[config.mk]
export PLATFORM = sky130hd
export DESIGN_NAME = exp_golomb_code_decoder_unit
export DESIGN_NICKNAME = d
export VERILOG_FILES = /design/src/design/egd_pkg.sv /design/src/design/egd_lzc.sv /design/src/design/egd_field.sv /design/src/design/exp_golomb_code_decoder_unit.sv
export SDC_FILE = /design/constraint.sdc
export NUM_CORES = 1
export LEC_CHECK = 0
export BUFFER_PORTS_ARGS = -buffer_cell sky130_fd_sc_hd__buf_2
export CAP_MARGIN = 20
export CELL_PAD_IN_SITES_DETAIL_PLACEMENT = 0
export CELL_PAD_IN_SITES_GLOBAL_PLACEMENT = 1
export CORE_ASPECT_RATIO = 1.5
export CORE_UTILIZATION = 35
export CTS_BUF_LIST = sky130_fd_sc_hd__clkbuf_4
export CTS_CLUSTER_SIZE = 8
export DETAILED_ROUTE_END_ITERATION = 10
export HOLD_SLACK_MARGIN = 0.15
export PLACE_DENSITY = 0.69
export SLEW_MARGIN = 20
export SYNTH_ARGS = -nofsm -noshare
export SYNTH_HDL_FRONTEND = slang
export SYNTH_HIERARCHICAL = 1
export SYNTH_SLANG_ARGS = --single-unit
[constraint.sdc]
create_clock -name clk -period 15.9 [get_ports clk]
set_clock_uncertainty 0.05 [all_clocks]
set_input_delay 3.18 -clock clk [delete_from_list [all_inputs] [get_ports clk]]
set_output_delay 3.18 -clock clk [all_outputs]
set_load 0.005 [all_outputs]
[src/design/egd_pkg.sv]
// Shared widths and types for the exp-Golomb code decoder.
`timescale 1ns / 1ps

package egd_pkg;

	localparam int WIN_W   = 64;  // bitstream window
	localparam int CODE_W  = 32;  // ue/se code width
	localparam int CNT_W   = 6;   // leading zero count, 0..32
	localparam int SHAMT_W = 6;   // field shift amount, 0..63
	localparam int CONS_W  = 7;   // bits consumed, 1..64
	localparam int MDATA_W = 72;  // output tdata, padded to whole bytes

	// Result of the leading zero scan.
	typedef struct packed {
		logic [CNT_W-1:0] zeros;   // zero run, clamped at the cap
		logic             capped;  // zero run reached the cap
	} lz_t;

endpackage

[src/design/egd_lzc.sv]
// Leading zero counter over the top word of the window, clamped at the cap.
`timescale 1ns / 1ps

module egd_lzc #(
	parameter int MAX_LEADING_ZEROS = 32
) (
	input  logic [egd_pkg::CODE_W-1:0] word,
	output egd_pkg::lz_t               lz
);
	import egd_pkg::*;

	localparam logic [CNT_W-1:0] Cap = CNT_W'(MAX_LEADING_ZEROS);

	logic [CODE_W-1:0] x;
	logic [CNT_W-1:0]  cnt;

	// Binary search: five halving steps, then the all-zero case.
	always_comb begin
		x   = word;
		cnt = '0;
		if (x[31 -: 16] == '0) begin
			cnt = cnt + CNT_W'(16);
			x   = x << 16;
		end
		if (x[31 -: 8] == '0) begin
			cnt = cnt + CNT_W'(8);
			x   = x << 8;
		end
		if (x[31 -: 4] == '0) begin
			cnt = cnt + CNT_W'(4);
			x   = x << 4;
		end
		if (x[31 -: 2] == '0) begin
			cnt = cnt + CNT_W'(2);
			x   = x << 2;
		end
		if (x[31] == 1'b0) begin
			cnt = cnt + CNT_W'(1);
			x   = x << 1;
		end
		if (x[31] == 1'b0) begin
			cnt = cnt + CNT_W'(1);
		end
	end

	assign lz.capped = (cnt >= Cap);
	assign lz.zeros  = (cnt >= Cap) ? Cap : cnt;

endmodule

[src/design/egd_field.sv]
// Field extraction and ue/se mapping from the window and its zero run.
`timescale 1ns / 1ps

module egd_field (
	input  logic [egd_pkg::WIN_W-1:0]  window,
	input  egd_pkg::lz_t               lz,
	output logic [egd_pkg::CODE_W-1:0] ue,
	output logic [egd_pkg::CODE_W-1:0] se,
	output logic [egd_pkg::CONS_W-1:0] consumed
);
	import egd_pkg::*;

	logic [CONS_W-1:0]  twice;
	logic [CONS_W-1:0]  shamt_full;
	logic [SHAMT_W-1:0] shamt;
	logic [WIN_W-1:0]   shifted;
	logic [CODE_W-1:0]  field;
	logic [CODE_W:0]    inc;
	logic [CODE_W-1:0]  mag;

	// Bits above the field are the zero run, so no mask is needed.
	assign twice      = {lz.zeros, 1'b0};
	assign shamt_full = CONS_W'(63) - twice + CONS_W'(lz.capped);
	assign shamt      = shamt_full[SHAMT_W-1:0];
	assign shifted    = window >> shamt;
	assign field      = shifted[CODE_W-1:0];

	assign consumed = twice + CONS_W'(1) - CONS_W'(lz.capped);

	// Floor at zero for an all-zero capped field.
	assign ue  = (field == '0) ? '0 : field - CODE_W'(1);
	assign inc = {1'b0, ue} + (CODE_W+1)'(1);
	assign mag = inc[CODE_W:1];
	assign se  = ue[0] ? mag : (CODE_W'(0) - mag);

endmodule

[src/design/exp_golomb_code_decoder_unit.sv]
// Top level of the exp-Golomb ue(v)/se(v) code decoder.
`timescale 1ns / 1ps
//
//  channel  dir  tdata fields (low bit up)                         tuser
//  s_axis   in   bit_window[63:0]                                  -
//  m_axis   out  unsigned_code[31:0] signed_code[63:32]            -
//                bits_consumed[70:64], pad[71]
//
//  One item per cycle while m_axis is not stalled. Stage 1 holds the
//  window; the zero count, field shift and ue/se mapping run between
//  stage 1 and the result register (stage 2).
//  Reset clears both stage valid flags; payload registers are not reset.
//  A stalled result holds in stage 2 while stage 1 still takes one item;
//  ready falls only when both stages are full and the output is stalled.

module exp_golomb_code_decoder_unit #(
	parameter int MAX_LEADING_ZEROS = 32
) (
	input  logic                        clk,
	input  logic                        arst_n,
	input  logic                        s_tvalid,
	output logic                        s_tready,
	input  logic [egd_pkg::WIN_W-1:0]   s_tdata,   // bit_window
	output logic                        m_tvalid,
	input  logic                        m_tready,
	output logic [egd_pkg::MDATA_W-1:0] m_tdata    // unsigned_code, signed_code,
	                                               // bits_consumed, zero pad
);
	import egd_pkg::*;

	logic              valid_s1;
	logic [WIN_W-1:0]  window_s1;
	logic              valid_s2;
	logic [CODE_W-1:0] ue_s2;
	logic [CODE_W-1:0] se_s2;
	logic [CONS_W-1:0] cons_s2;

	logic              adv_s2;
	lz_t               lz;
	logic [CODE_W-1:0] ue;
	logic [CODE_W-1:0] se;
	logic [CONS_W-1:0] consumed;

	// Advance stage 2 when it is empty or its item is being taken.
	assign adv_s2   = !valid_s2 || m_tready;
	assign s_tready = !valid_s1 || adv_s2;

	// Input register.
	always_ff @(posedge clk or negedge arst_n) begin
		if (!arst_n) begin
			valid_s1 <= 1'b0;
		end else if (s_tready) begin
			valid_s1 <= s_tvalid;
		end
	end

	always_ff @(posedge clk) begin
		if (s_tready && s_tvalid) begin
			window_s1 <= s_tdata;
		end
	end

	// Count the zero run in the top word of the window.
	egd_lzc #(
		.MAX_LEADING_ZEROS(MAX_LEADING_ZEROS)
	) u_lzc (
		.word(window_s1[WIN_W-1 -: CODE_W]),
		.lz  (lz)
	);

	// Pull the field out and map it to ue/se.
	egd_field u_field (
		.window  (window_s1),
		.lz      (lz),
		.ue      (ue),
		.se      (se),
		.consumed(consumed)
	);

	// Result register.
	always_ff @(posedge clk or negedge arst_n) begin
		if (!arst_n) begin
			valid_s2 <= 1'b0;
		end else if (adv_s2) begin
			valid_s2 <= valid_s1;
		end
	end

	always_ff @(posedge clk) begin
		if (adv_s2 && valid_s1) begin
			ue_s2   <= ue;
			se_s2   <= se;
			cons_s2 <= consumed;
		end
	end

	assign m_tvalid = valid_s2;
	assign m_tdata  = {1'b0, cons_s2, se_s2, ue_s2};

	// Both stages full with the output stalled: drop ready.
	a_full_stall: assert property (@(posedge clk) disable iff (!arst_n)
		(valid_s1 && valid_s2 && !m_tready) |-> !s_tready)
		else $error("input taken while both stages are full and stalled");

	// An accepted item lands in stage 1.
	a_accept_s1: assert property (@(posedge clk) disable iff (!arst_n)
		(s_tvalid && s_tready) |=> valid_s1)
		else $error("accepted item lost before stage 1");

	// Code length stays within one to twice the cap.
	a_cons_range: assert property (@(posedge clk) disable iff (!arst_n)
		m_tvalid |-> (cons_s2 != '0 &&
		              cons_s2 <= CONS_W'(2 * MAX_LEADING_ZEROS)))
		else $error("bits consumed out of range");

	// Odd codes map to positive, nonzero even codes to negative.
	a_se_sign: assert property (@(posedge clk) disable iff (!arst_n)
		m_tvalid |-> ((ue_s2[0] && !se_s2[CODE_W-1]) ||
		              (!ue_s2[0] && ue_s2 != '0 && se_s2[CODE_W-1]) ||
		              (ue_s2 == '0 && se_s2 == '0)))
		else $error("signed code sign does not match unsigned code");

endmodule

# Word-level counts from Yosys, hierarchy flattened
# Index checks and enable logic that the tools add are counted.
[word_totals]
regBits = 137
in_bits = 68
wordCells = 45
[op_classes]
muxes = 14
n_addsub = 12
n_reduce_logical = 11
shifts = 1
magnitude_cmp = 1
[ops]
columns = ["operator", "count"]
rows = [
  ["32-bit 2-to-1 mux", 7],
  ["64-bit by 6-bit right shift with 32-bit output", 1],
  ["6-bit 2-to-1 mux", 6],
  ["32-bit by 1-bit adder with 33-bit output (second input constant)", 1],
  ["32-bit zero test", 1],
  ["1-bit by 32-bit subtractor with 32-bit output (first input constant)", 1],
  ["32-bit by 1-bit subtractor with 32-bit output (second input constant)", 1],
  ["16-bit zero test", 1],
  ["6-bit by 1-bit adder with 6-bit output (second input constant)", 2],
  ["8-bit zero test", 1],
  ["7-bit by 1-bit adder with 7-bit output (second input constant)", 1],
  ["7-bit by 1-bit subtractor with 7-bit output", 1],
  ["5-bit by 4-bit adder with 6-bit output (second input constant)", 1],
  ["6-bit by 1-bit adder with 6-bit output", 1],
  ["6-bit by 2-bit adder with 6-bit output (second input constant)", 1],
  ["6-bit by 3-bit adder with 6-bit output (second input constant)", 1],
  ["6-bit greater-or-equal comparator (second input constant)", 1],
  ["6-bit subtractor (first input constant)", 1],
  ["5-bit 2-to-1 mux", 1],
  ["4-bit zero test", 1],
  ["1-bit logical AND", 2],
  ["1-bit zero test", 2],
  ["2-bit zero test", 1],
  ["1-bit logical OR", 2],
]

# Logic depth before layout (Yosys ltp)
# Gate-level depths: netlist (run 1).
[depth]
word_depth = 22
depth_mapped = 41
mapped_depth_nobuf = 32

# By module
# The synthesis (run 1) kept the hierarchy.
[by_module_without_submodules]
columns = ["module", "area_each_um2", "instances", "cells_each"]
rows = [
  ["egd_field", 7470.9, 1, 997],
  ["exp_golomb_code_decoder_unit", 4169.0, 1, 145],
  ["egd_lzc", 490.5, 1, 68],
]

# Worst setup path after synthesis (run 1)
# OpenSTA, ideal clock, no wires.
[synth_path]
kind = "flip-flop to flip-flop"
startpoint = "register window_s1[52]"
endpoint = "register se_s2[25], data pin"
path_stages_with_launch = 37
arrival_ns = 8.991
t_required_ns = 15.582
setup_slack_ns = 6.591
period_less_slack_ns = 9.309
cell_sequence = "edfxtp_1 -> or4_4 -> a211oi_2 -> o211ai_1 -> a311o_1 -> o21ai_0 -> and2_1 -> inv_1 -> ha_1 -> buf_2 -> buf_2 -> buf_2 -> clkbuf_1 -> mux2_2 -> mux4_2 -> or4_4 -> a21oi_1 -> nand4_1 -> or4_1 -> clkbuf_1 -> clkbuf_1 -> clkbuf_1 -> nand2_1 -> inv_1 -> clkbuf_1 -> ha_1 -> clkbuf_1 -> mux2i_1 -> o21ai_0 -> xnor2_1 -> and2_1 -> a2111oi_2 -> o21a_1 -> nand2_1 -> or3_1 -> o41ai_1 -> xnor2_1"
[synth_rtl]
columns = ["element", "line_no", "text"]
rows = [
  ["start, declared", "exp_golomb_code_decoder_unit.sv:32", "logic [WIN_W-1:0] window_s1;"],
  ["start signal, assigned", "exp_golomb_code_decoder_unit.sv:59", "window_s1 <= s_tdata;"],
  ["end signal, assigned", "exp_golomb_code_decoder_unit.sv:92", "se_s2 <= se;"],
  ["end, declared", "exp_golomb_code_decoder_unit.sv:35", "logic [CODE_W-1:0] se_s2;"],
]

==> impl_results.md, run 1 <==
* H-tree levels at 4
* Syn Nets at 1290
* Most common cell in the netlist: edfxtp_1
* Bufs and invs on worst path at 4
* Slew Limit Fails at 0
* Clock Path Buffers at 2
* Crit path capture type: flip-flop
* CP peak stage delay at 0.87 ns
* Vias per std cell at 6.05
* Final Util at 0.393
* Final Setup Violations at 0
* Fraction of final layout cells sized beyond drive strength 1 at 0.247
* Max rail drop VDD at 44.0 uV
* Area of the multi-input gates at 7590 um2
* Cell taking the most area after synthesis: edfxtp_1
* Die height at 230 um
* Synth Cell Area at between 10000 and 15000 um2
* PwrDens at 95.4 nW/um2
* Drt first pass iters at 5
* Initial DRC count at 687
* Die area at 35400 um2
* FF+latch area at 4100 um2
* DRC viols at 0
* Reg2reg end: se_s2[29]$_DFFE_PP_
* Max-cap violation count at 0
* RSZ-0062 raised after global routing: false
* # hold bufs at CTS at 0
* First-pass GRT wire length at 62300 um
* R2R cell count at 29
* Share of the synthesized area in the top cell type at 0.334
* CP delay by family, top: simple AND/OR/NAND/NOR gates
* Critical Path Start: window_s1[52]$_DFFE_PP_
* Cts repair resizes at 0
* Initial Util at 0.355
* Initial antenna violation count at 1
* GRT Resource Usage Total at 0.234
* Cell row count at 83
* PnR worst setup slack at approximately 4 ns
* Layout area overhead at 10.7%
* DRT antenna net count at 0
* Result of the run: completed
* Yosys synthesis warning count at 6
* Non-filler cells, final at 1747
* Slew HR at 0.266
* Placed insts at 1714
* Total wire length at 40900 um
* Hold Vio Cnt, Final at 0
* Nets at approximately 1400
* Routed len/inst at 23.4 um
* PortBufs at 140
* Lkg Pwr at around 4.7 nW
* Async set-reset flop share out of synthesis at 0.0146
* Minimum clock period at 11.95 ns
* FF+latch count, synth at approximately 140
* CTS Buf Count at 17
* R2r setup slk at 3.95 ns
* Fmax achieved at 83.7 MHz
* Seq/Total Area, Yosys at 0.338
* Largest net degree at the start of global routing at 72
* Final Cycle Share at 0.751
* Distinct cells, synth at 106
* Post-CTS Setup Inserts at 0
* Worst path arrival time at 12.29 ns
* Crit Path Category: flip-flop to flip-flop
* Worst-Skew Late Latency at 0.64 ns
* Root Driver: clkbuf_4
* Vias in the first global route at 10500
* Post-DP HPWL at 32300 um
* Slowest stage cell, crit path: or4_1
* Clock transition at path regs at 0.13 ns
* Post-synth EDFFs at approximately 140
* Fin Hold WS at 0.534 ns
* Worst-Margin Slew at around 1.1 ns
* Hold path start: valid_s1$_DFFE_PN0P_
* Sum of negative setup slack at 0 ns
* Hold Crit Endpoint: m_tvalid$_DFFE_PN0P_
* Commonest cells in the netlist: edfxtp_1, mux2i_1, nor2_1, nand2_1, xnor2_1
* Prevailing post-synth register cell: edfxtp_1
* Via count at 10600
* Setup WS pre-CTS at 4.02 ns
* Area of the core at 34200 um2
* Average cell area after synthesis at 10.0 um2
* R2R Path Start: window_s1[52]$_DFFE_PP_
* Fillers at roughly 3500
* Die X at 154 um
* Worst setup SP type: flip-flop
* Worst hold path class: flip-flop to flip-flop
* Grt ovf at 0
* Post-Syn Instances at 1210
* GP Congestion at 0.973
* CTS sink cnt at approximately 140
* Crit-path max FO at slightly above 40
* Worst path most repeated cell: nand2_1
* Area contributors post-synth: edfxtp_1, mux2i_1, mux4_2
* Worst Hold Depth at 1
* WP data required at 16.24 ns
* # IOs at 142
* CTS tree: yes
power by group:
part / internal, W / switching (W)
clock: 0.0000767 / 0.000142
sequential: 0.000471 / 0.0000205
combinational: 0.000216 / 0.000355
total: 0.000763 / 0.000518
stage by stage:
| step | power, W | instance area [um2] |
|---|---|---|
| 3_3_place_gp | 0.00107 | 13200 |
| 4_1_cts | 0.00129 | 13400 |
| 2_1_floorplan | 0.000896 | 12100 |
| 5_1_grt | 0.00136 | 13400 |
| 3_5_place_dp | 0.00107 | 13200 |
| 6_report | 0.00128 | 13400 |
how the worst max path moves through the flow:
stage                          end  depth (start not counted)
6_report       se_s2[29]$_DFFE_PP_                         29
5_1_grt        se_s2[31]$_DFFE_PP_                         29
4_1_cts        se_s2[30]$_DFFE_PP_                         31
3_5_place_dp   se_s2[29]$_DFFE_PP_                         31
3_3_place_gp   se_s2[29]$_DFFE_PP_                         29
2_1_floorplan  se_s2[25]$_DFFE_PP_                         36
state kept, by name, indices dropped and copies added, names as in the netlist:
name	flops
m_tvalid	1
ue_s2	32
valid_s1	1
cons_s2	7
window_s1	64
se_s2	32
layout make-up:
| cell class | count | area share |
|---|---|---|
| antenna | 1 | 0.000186 |
| tap | 425 | 0.0396 |
| timing repair buffer | 158 | 0.0622 |
| clock buffer | 17 | 0.00950 |
| multi-input combinational | 965 | 0.565 |
| clock inverter | 15 | 0.00959 |
| sequential | 137 | 0.306 |
| inverter | 29 | 0.00829 |
layout by cell type (no fill, tap or decap), types with 24 or more instances in the layout:
master    netlist  final
nor3_1         47     47
nor2_1         90     90
a21oi_1        33     33
nand4_1        24     24
xor2_1         28     28
inv_1          29     28
edfxtp_1      135    135
mux2i_1        91     91
xnor2_1        59     53
o21ai_0        33     33
nand2_1        74     74
mux2_2         47     47
buf_2          23    140
mux4_2         27     27
nand3_1        53     53
and2_1         26     25
metal layers:
layer,track usage,vias to the layer above,part of all wire
li1,-,4963,-
met1,0.236,5106,0.36
met2,0.428,372,0.52
met3,0.0432,133,0.045
met4,0.168,0,0.067
met5,0,-,0
kinds of logic (layout without fill, tap and decap cells):
family,count (synthesis),after routing,synth area share
flip-flops,137,137,0.338
other,1,2,0.000309
buffers and inverters,108,219,0.0453
AND/OR/NAND/NOR,425,425,0.197
XOR/XNOR,91,91,0.0691
adder cells (fa/ha/maj),12,12,0.0124
AO/OA/AOI/OAI,269,269,0.167
multiplexers,167,167,0.171
worst reg2reg max path: cells and delay by family (launching register included):
kind,cells,cell delay (ns)
fa+ha+maj,2,1.02
compound gates,9,2.78
flops,1,0.47
buf+inv,4,1.81
xor+xnor,2,0.32
mux,2,0.67
simple gates,10,4.55
No activity file was read; power rests on OpenSTA's default activity.
==> run 2, diff against run 1 <==
--- a/config.mk
+++ b/config.mk
@@ -15,7 +15,7 @@
 export CTS_CLUSTER_SIZE = 8
 export DETAILED_ROUTE_END_ITERATION = 10
 export HOLD_SLACK_MARGIN = 0.15
-export PLACE_DENSITY = 0.69
+export PLACE_DENSITY = 0.71
 export SLEW_MARGIN = 20
 export SYNTH_ARGS = -nofsm -noshare
 export SYNTH_HDL_FRONTEND = slang
==> constraint.sdc (replaced) <==
create_clock -name clk -period 10.5 [get_ports clk]
set_clock_uncertainty 0.05 [all_clocks]
set_input_delay 2.1 -clock clk [delete_from_list [all_inputs] [get_ports clk]]
set_output_delay 2.1 -clock clk [all_outputs]
set_load 0.005 [all_outputs]
==> run 2 against run 1 <==
Net effect: hold slack lost 0.0082 ns; first-iteration DRC count grew 22%; via count grew 2.8%; total power grew 59%; sequential power grew 52%; register-to-register slack lost 3.3 ns; critical path depth is the same; flip-flop and latch count is the same; clock power grew 70%; core utilization grew 1.2 points; final cell count grew 2.7%; highest routed layer unchanged.
==> impl_results.md, run 2 (synthesized netlist as in run 1, its figures left out) <==
* Result of the run: completed
* Via count at 10900 (+2.8%)
* GRT Resource Usage Total at 0.259 (+0.0252)
* Initial DRC count at 837 (+22%)
* Register with the most flip-flops: window_s1
* Nets at 1435 (+3.4%)
* WP data required at 10.83 ns (-5.41 ns)
* Initial antenna violation count at 1 (unchanged)
* Minimum clock period at 9.88 ns (-2.07 ns)
* Worst-Skew Late Latency at 0.64 ns (about the same)
* Worst path arrival time at 10.21 ns (-2.08 ns)
* Most common library cell in the layout ignoring fill and taps: buf_2
* Slowest stage cell, crit path: or4_1
* Crit Path Category: flip-flop to flip-flop
* Area of the core at 34200 um2 (unchanged)
* CTS sink cnt at 137 (unchanged)
* PortBufs at 140 (unchanged)
* Hold path start: valid_s1$_DFFE_PN0P_
* Post-CTS Setup Inserts at 0 (unchanged)
* Worst-Margin Slew at 1.06 ns (-0.0286 ns)
* Slew Limit Fails at 0 (unchanged)
* Largest regs: window_s1 x64, se_s2 x32, ue_s2 x32
* Fin Hold WS at 0.526 ns (-0.00822 ns)
* Psw at 0.000805 W (+55%)
* Lkg Pwr at 4.97 nW (+5.7%)
* Critical Path Start: window_s1[50]$_DFFE_PP_
* Clock transition at path regs at 0.13 ns (about the same)
* Worst setup SP type: flip-flop
* Vias in the first global route at 11000 (+5.3%)
* Cell row count at 83 (unchanged)
* PwrDens at 147 nW/um2 (+54%)
* Logic pwr share at 0.452 (+0.006)
* R2R Path Start: window_s1[50]$_DFFE_PP_
* Flop pwr share at 0.366 (-0.017)
* Max rail drop VDD at 70.1 uV (+59%)
* DRC viols at 0 (unchanged)
* Die area at 35400 um2 (unchanged)
* GP Congestion at 1.01 (+4.2%)
* Vias per std cell at 6.06 (about the same)
* Sw Share at 0.395 (-0.00921)
* Die height at 230 um (unchanged)
* First-pass GRT wire length at 67700 um (+8.7%)
* Final Setup Violations at 0 (unchanged)
* Worst hold path class: flip-flop to flip-flop
* Max reg flops at 64 (unchanged)
* Initial Util at 0.355 (unchanged)
* Fraction of final layout cells sized beyond drive strength 1 at 0.271 (+0.0244)
* CP peak stage delay at 0.66 ns (-0.21 ns)
* Internal at 0.00123 W (+61%)
* Drt first pass iters at 6 (+1)
* Routed len/inst at 24.9 um (+6.7%)
* Die X at 154 um (unchanged)
* Cts repair resizes at 0 (unchanged)
* Final Cycle Share at 0.941 (+0.189)
* Fmax achieved at 101 MHz (+21%)
* Slew HR at 0.289 (+0.0223)
* CTS Buf Count at 17 (unchanged)
* H-tree levels at 4 (unchanged)
* Grt ovf at 0 (unchanged)
* Root Driver: clkbuf_4
* Clock Path Buffers at 2 (unchanged)
* CTS tree: yes
* Hold Vio Cnt, Final at 0 (unchanged)
* RSZ-0062 raised after global routing: false
* Placed insts at 1761 (+2.7%)
* Crit path capture type: flip-flop
* Post-DP HPWL at 36500 um (+13%)
* Clk pwr share at 0.183 (+0.012)
* Largest net degree at the start of global routing at 65 (-9.7%)
* # hold bufs at CTS at 0 (unchanged)
* Sum of negative setup slack at 0 ns (unchanged)
* Layout area overhead at 14.2%
* Non-filler cells, final at 1794 (+2.7%)
* Highest-count cells in the layout ignoring fill and taps: buf_2, edfxtp_1, mux2i_1
* Crit-path max FO at 17 (-59%)
* DRT antenna net count at 0 (unchanged)
* Total wire length at 44800 um (+9.6%)
* # IOs at 142 (unchanged)
* Max-cap violation count at 0 (unchanged)
==> run 2: cell count changes in the layout (fill, tap and decap cells not counted) <==
cell,previous run,this run
buf_12,0,4
buf_4,18,61
bufinv_16,1,3
clkbuf_4,17,18
clkinv_1,1,3
clkinvlp_4,6,3
inv_6,2,0
xnor2_2,4,6
xnor2_4,5,3
==> run 2: path summary, 6_finish.rpt <==
path / endpoint / slack [ns] / cells after the start
setup / recovery: se_s2[25]$_DFFE_PP_ / 0.62 / 29
hold / removal: m_tvalid$_DFFE_PN0P_ / 0.53 / 1
setup reg to reg: se_s2[25]$_DFFE_PP_ / 0.62 / 29
hold reg to reg: m_tvalid$_DFFE_PN0P_ / 0.53 / 1
max in group asynchronous: valid_s1$_DFFE_PN0P_ / 9.13 / 1
min in group asynchronous: m_tvalid$_DFFE_PN0P_ / 1.18 / 1
==> run 2: power by group through the flow <==
stage	combinational [W]	sequential [W]	clock (W)
CTS	0.000917	0.000747	0.000387
global route	0.000999	0.000754	0.000406
detailed placement	0.000914	0.000759	0
floorplan	0.000596	0.000761	0
global placement	0.000913	0.000757	0
finish	0.000920	0.000745	0.000372
==> run 2: worst max-delay path: cells and delay by family (launching register included) <==
kind | cells | cell delay [ns]
XOR/XNOR | 3 | 0.63
multiplexers | 1 | 0.14
adder cells (fa/ha/maj) | 1 | 0.27
buffers and inverters | 3 | 0.64
AND/OR/NAND/NOR | 12 | 4.16
AO/OA/AOI/OAI | 9 | 3.19
flip-flops | 1 | 0.53
==> run 2: stage by stage <==
| step | setup slack (ns) | util | instance area (um2) | power [W] |
|---|---|---|---|---|
| 2_1_floorplan | 1.19 | - | 12100 | 0.00136 |
| 3_3_place_gp | 0.907 | 0.397 | 13600 | 0.00167 |
| 3_5_place_dp | 0.872 | 0.397 | 13600 | 0.00167 |
| 4_1_cts | 0.804 | 0.405 | 13800 | 0.00205 |
| 5_1_grt | 0.116 | 0.405 | 13800 | 0.00216 |
| 6_report | 0.622 | 0.405 | 13800 | 0.00204 |
==> run 2: area by class of cell <==
type                            count  area, um2
Inverter                           29        111
Fill cell                        3390      20300
Multi-Input combinational cell    965       7570
Sequential cell                   137       4100
Antenna cell                        1       2.50
Clock buffer                       18        135
Tap cell                          425        532
Clock inverter                     14        156
Timing Repair Buffer              205       1240
==> run 2: metal layers <==
layer	vias up	track usage	part of all wire
li1	5052	-	-
met2	393	0.479	0.53
met1	5275	0.256	0.35
met3	147	0.0428	0.039
met4	0	0.198	0.076
met5	-	0	0
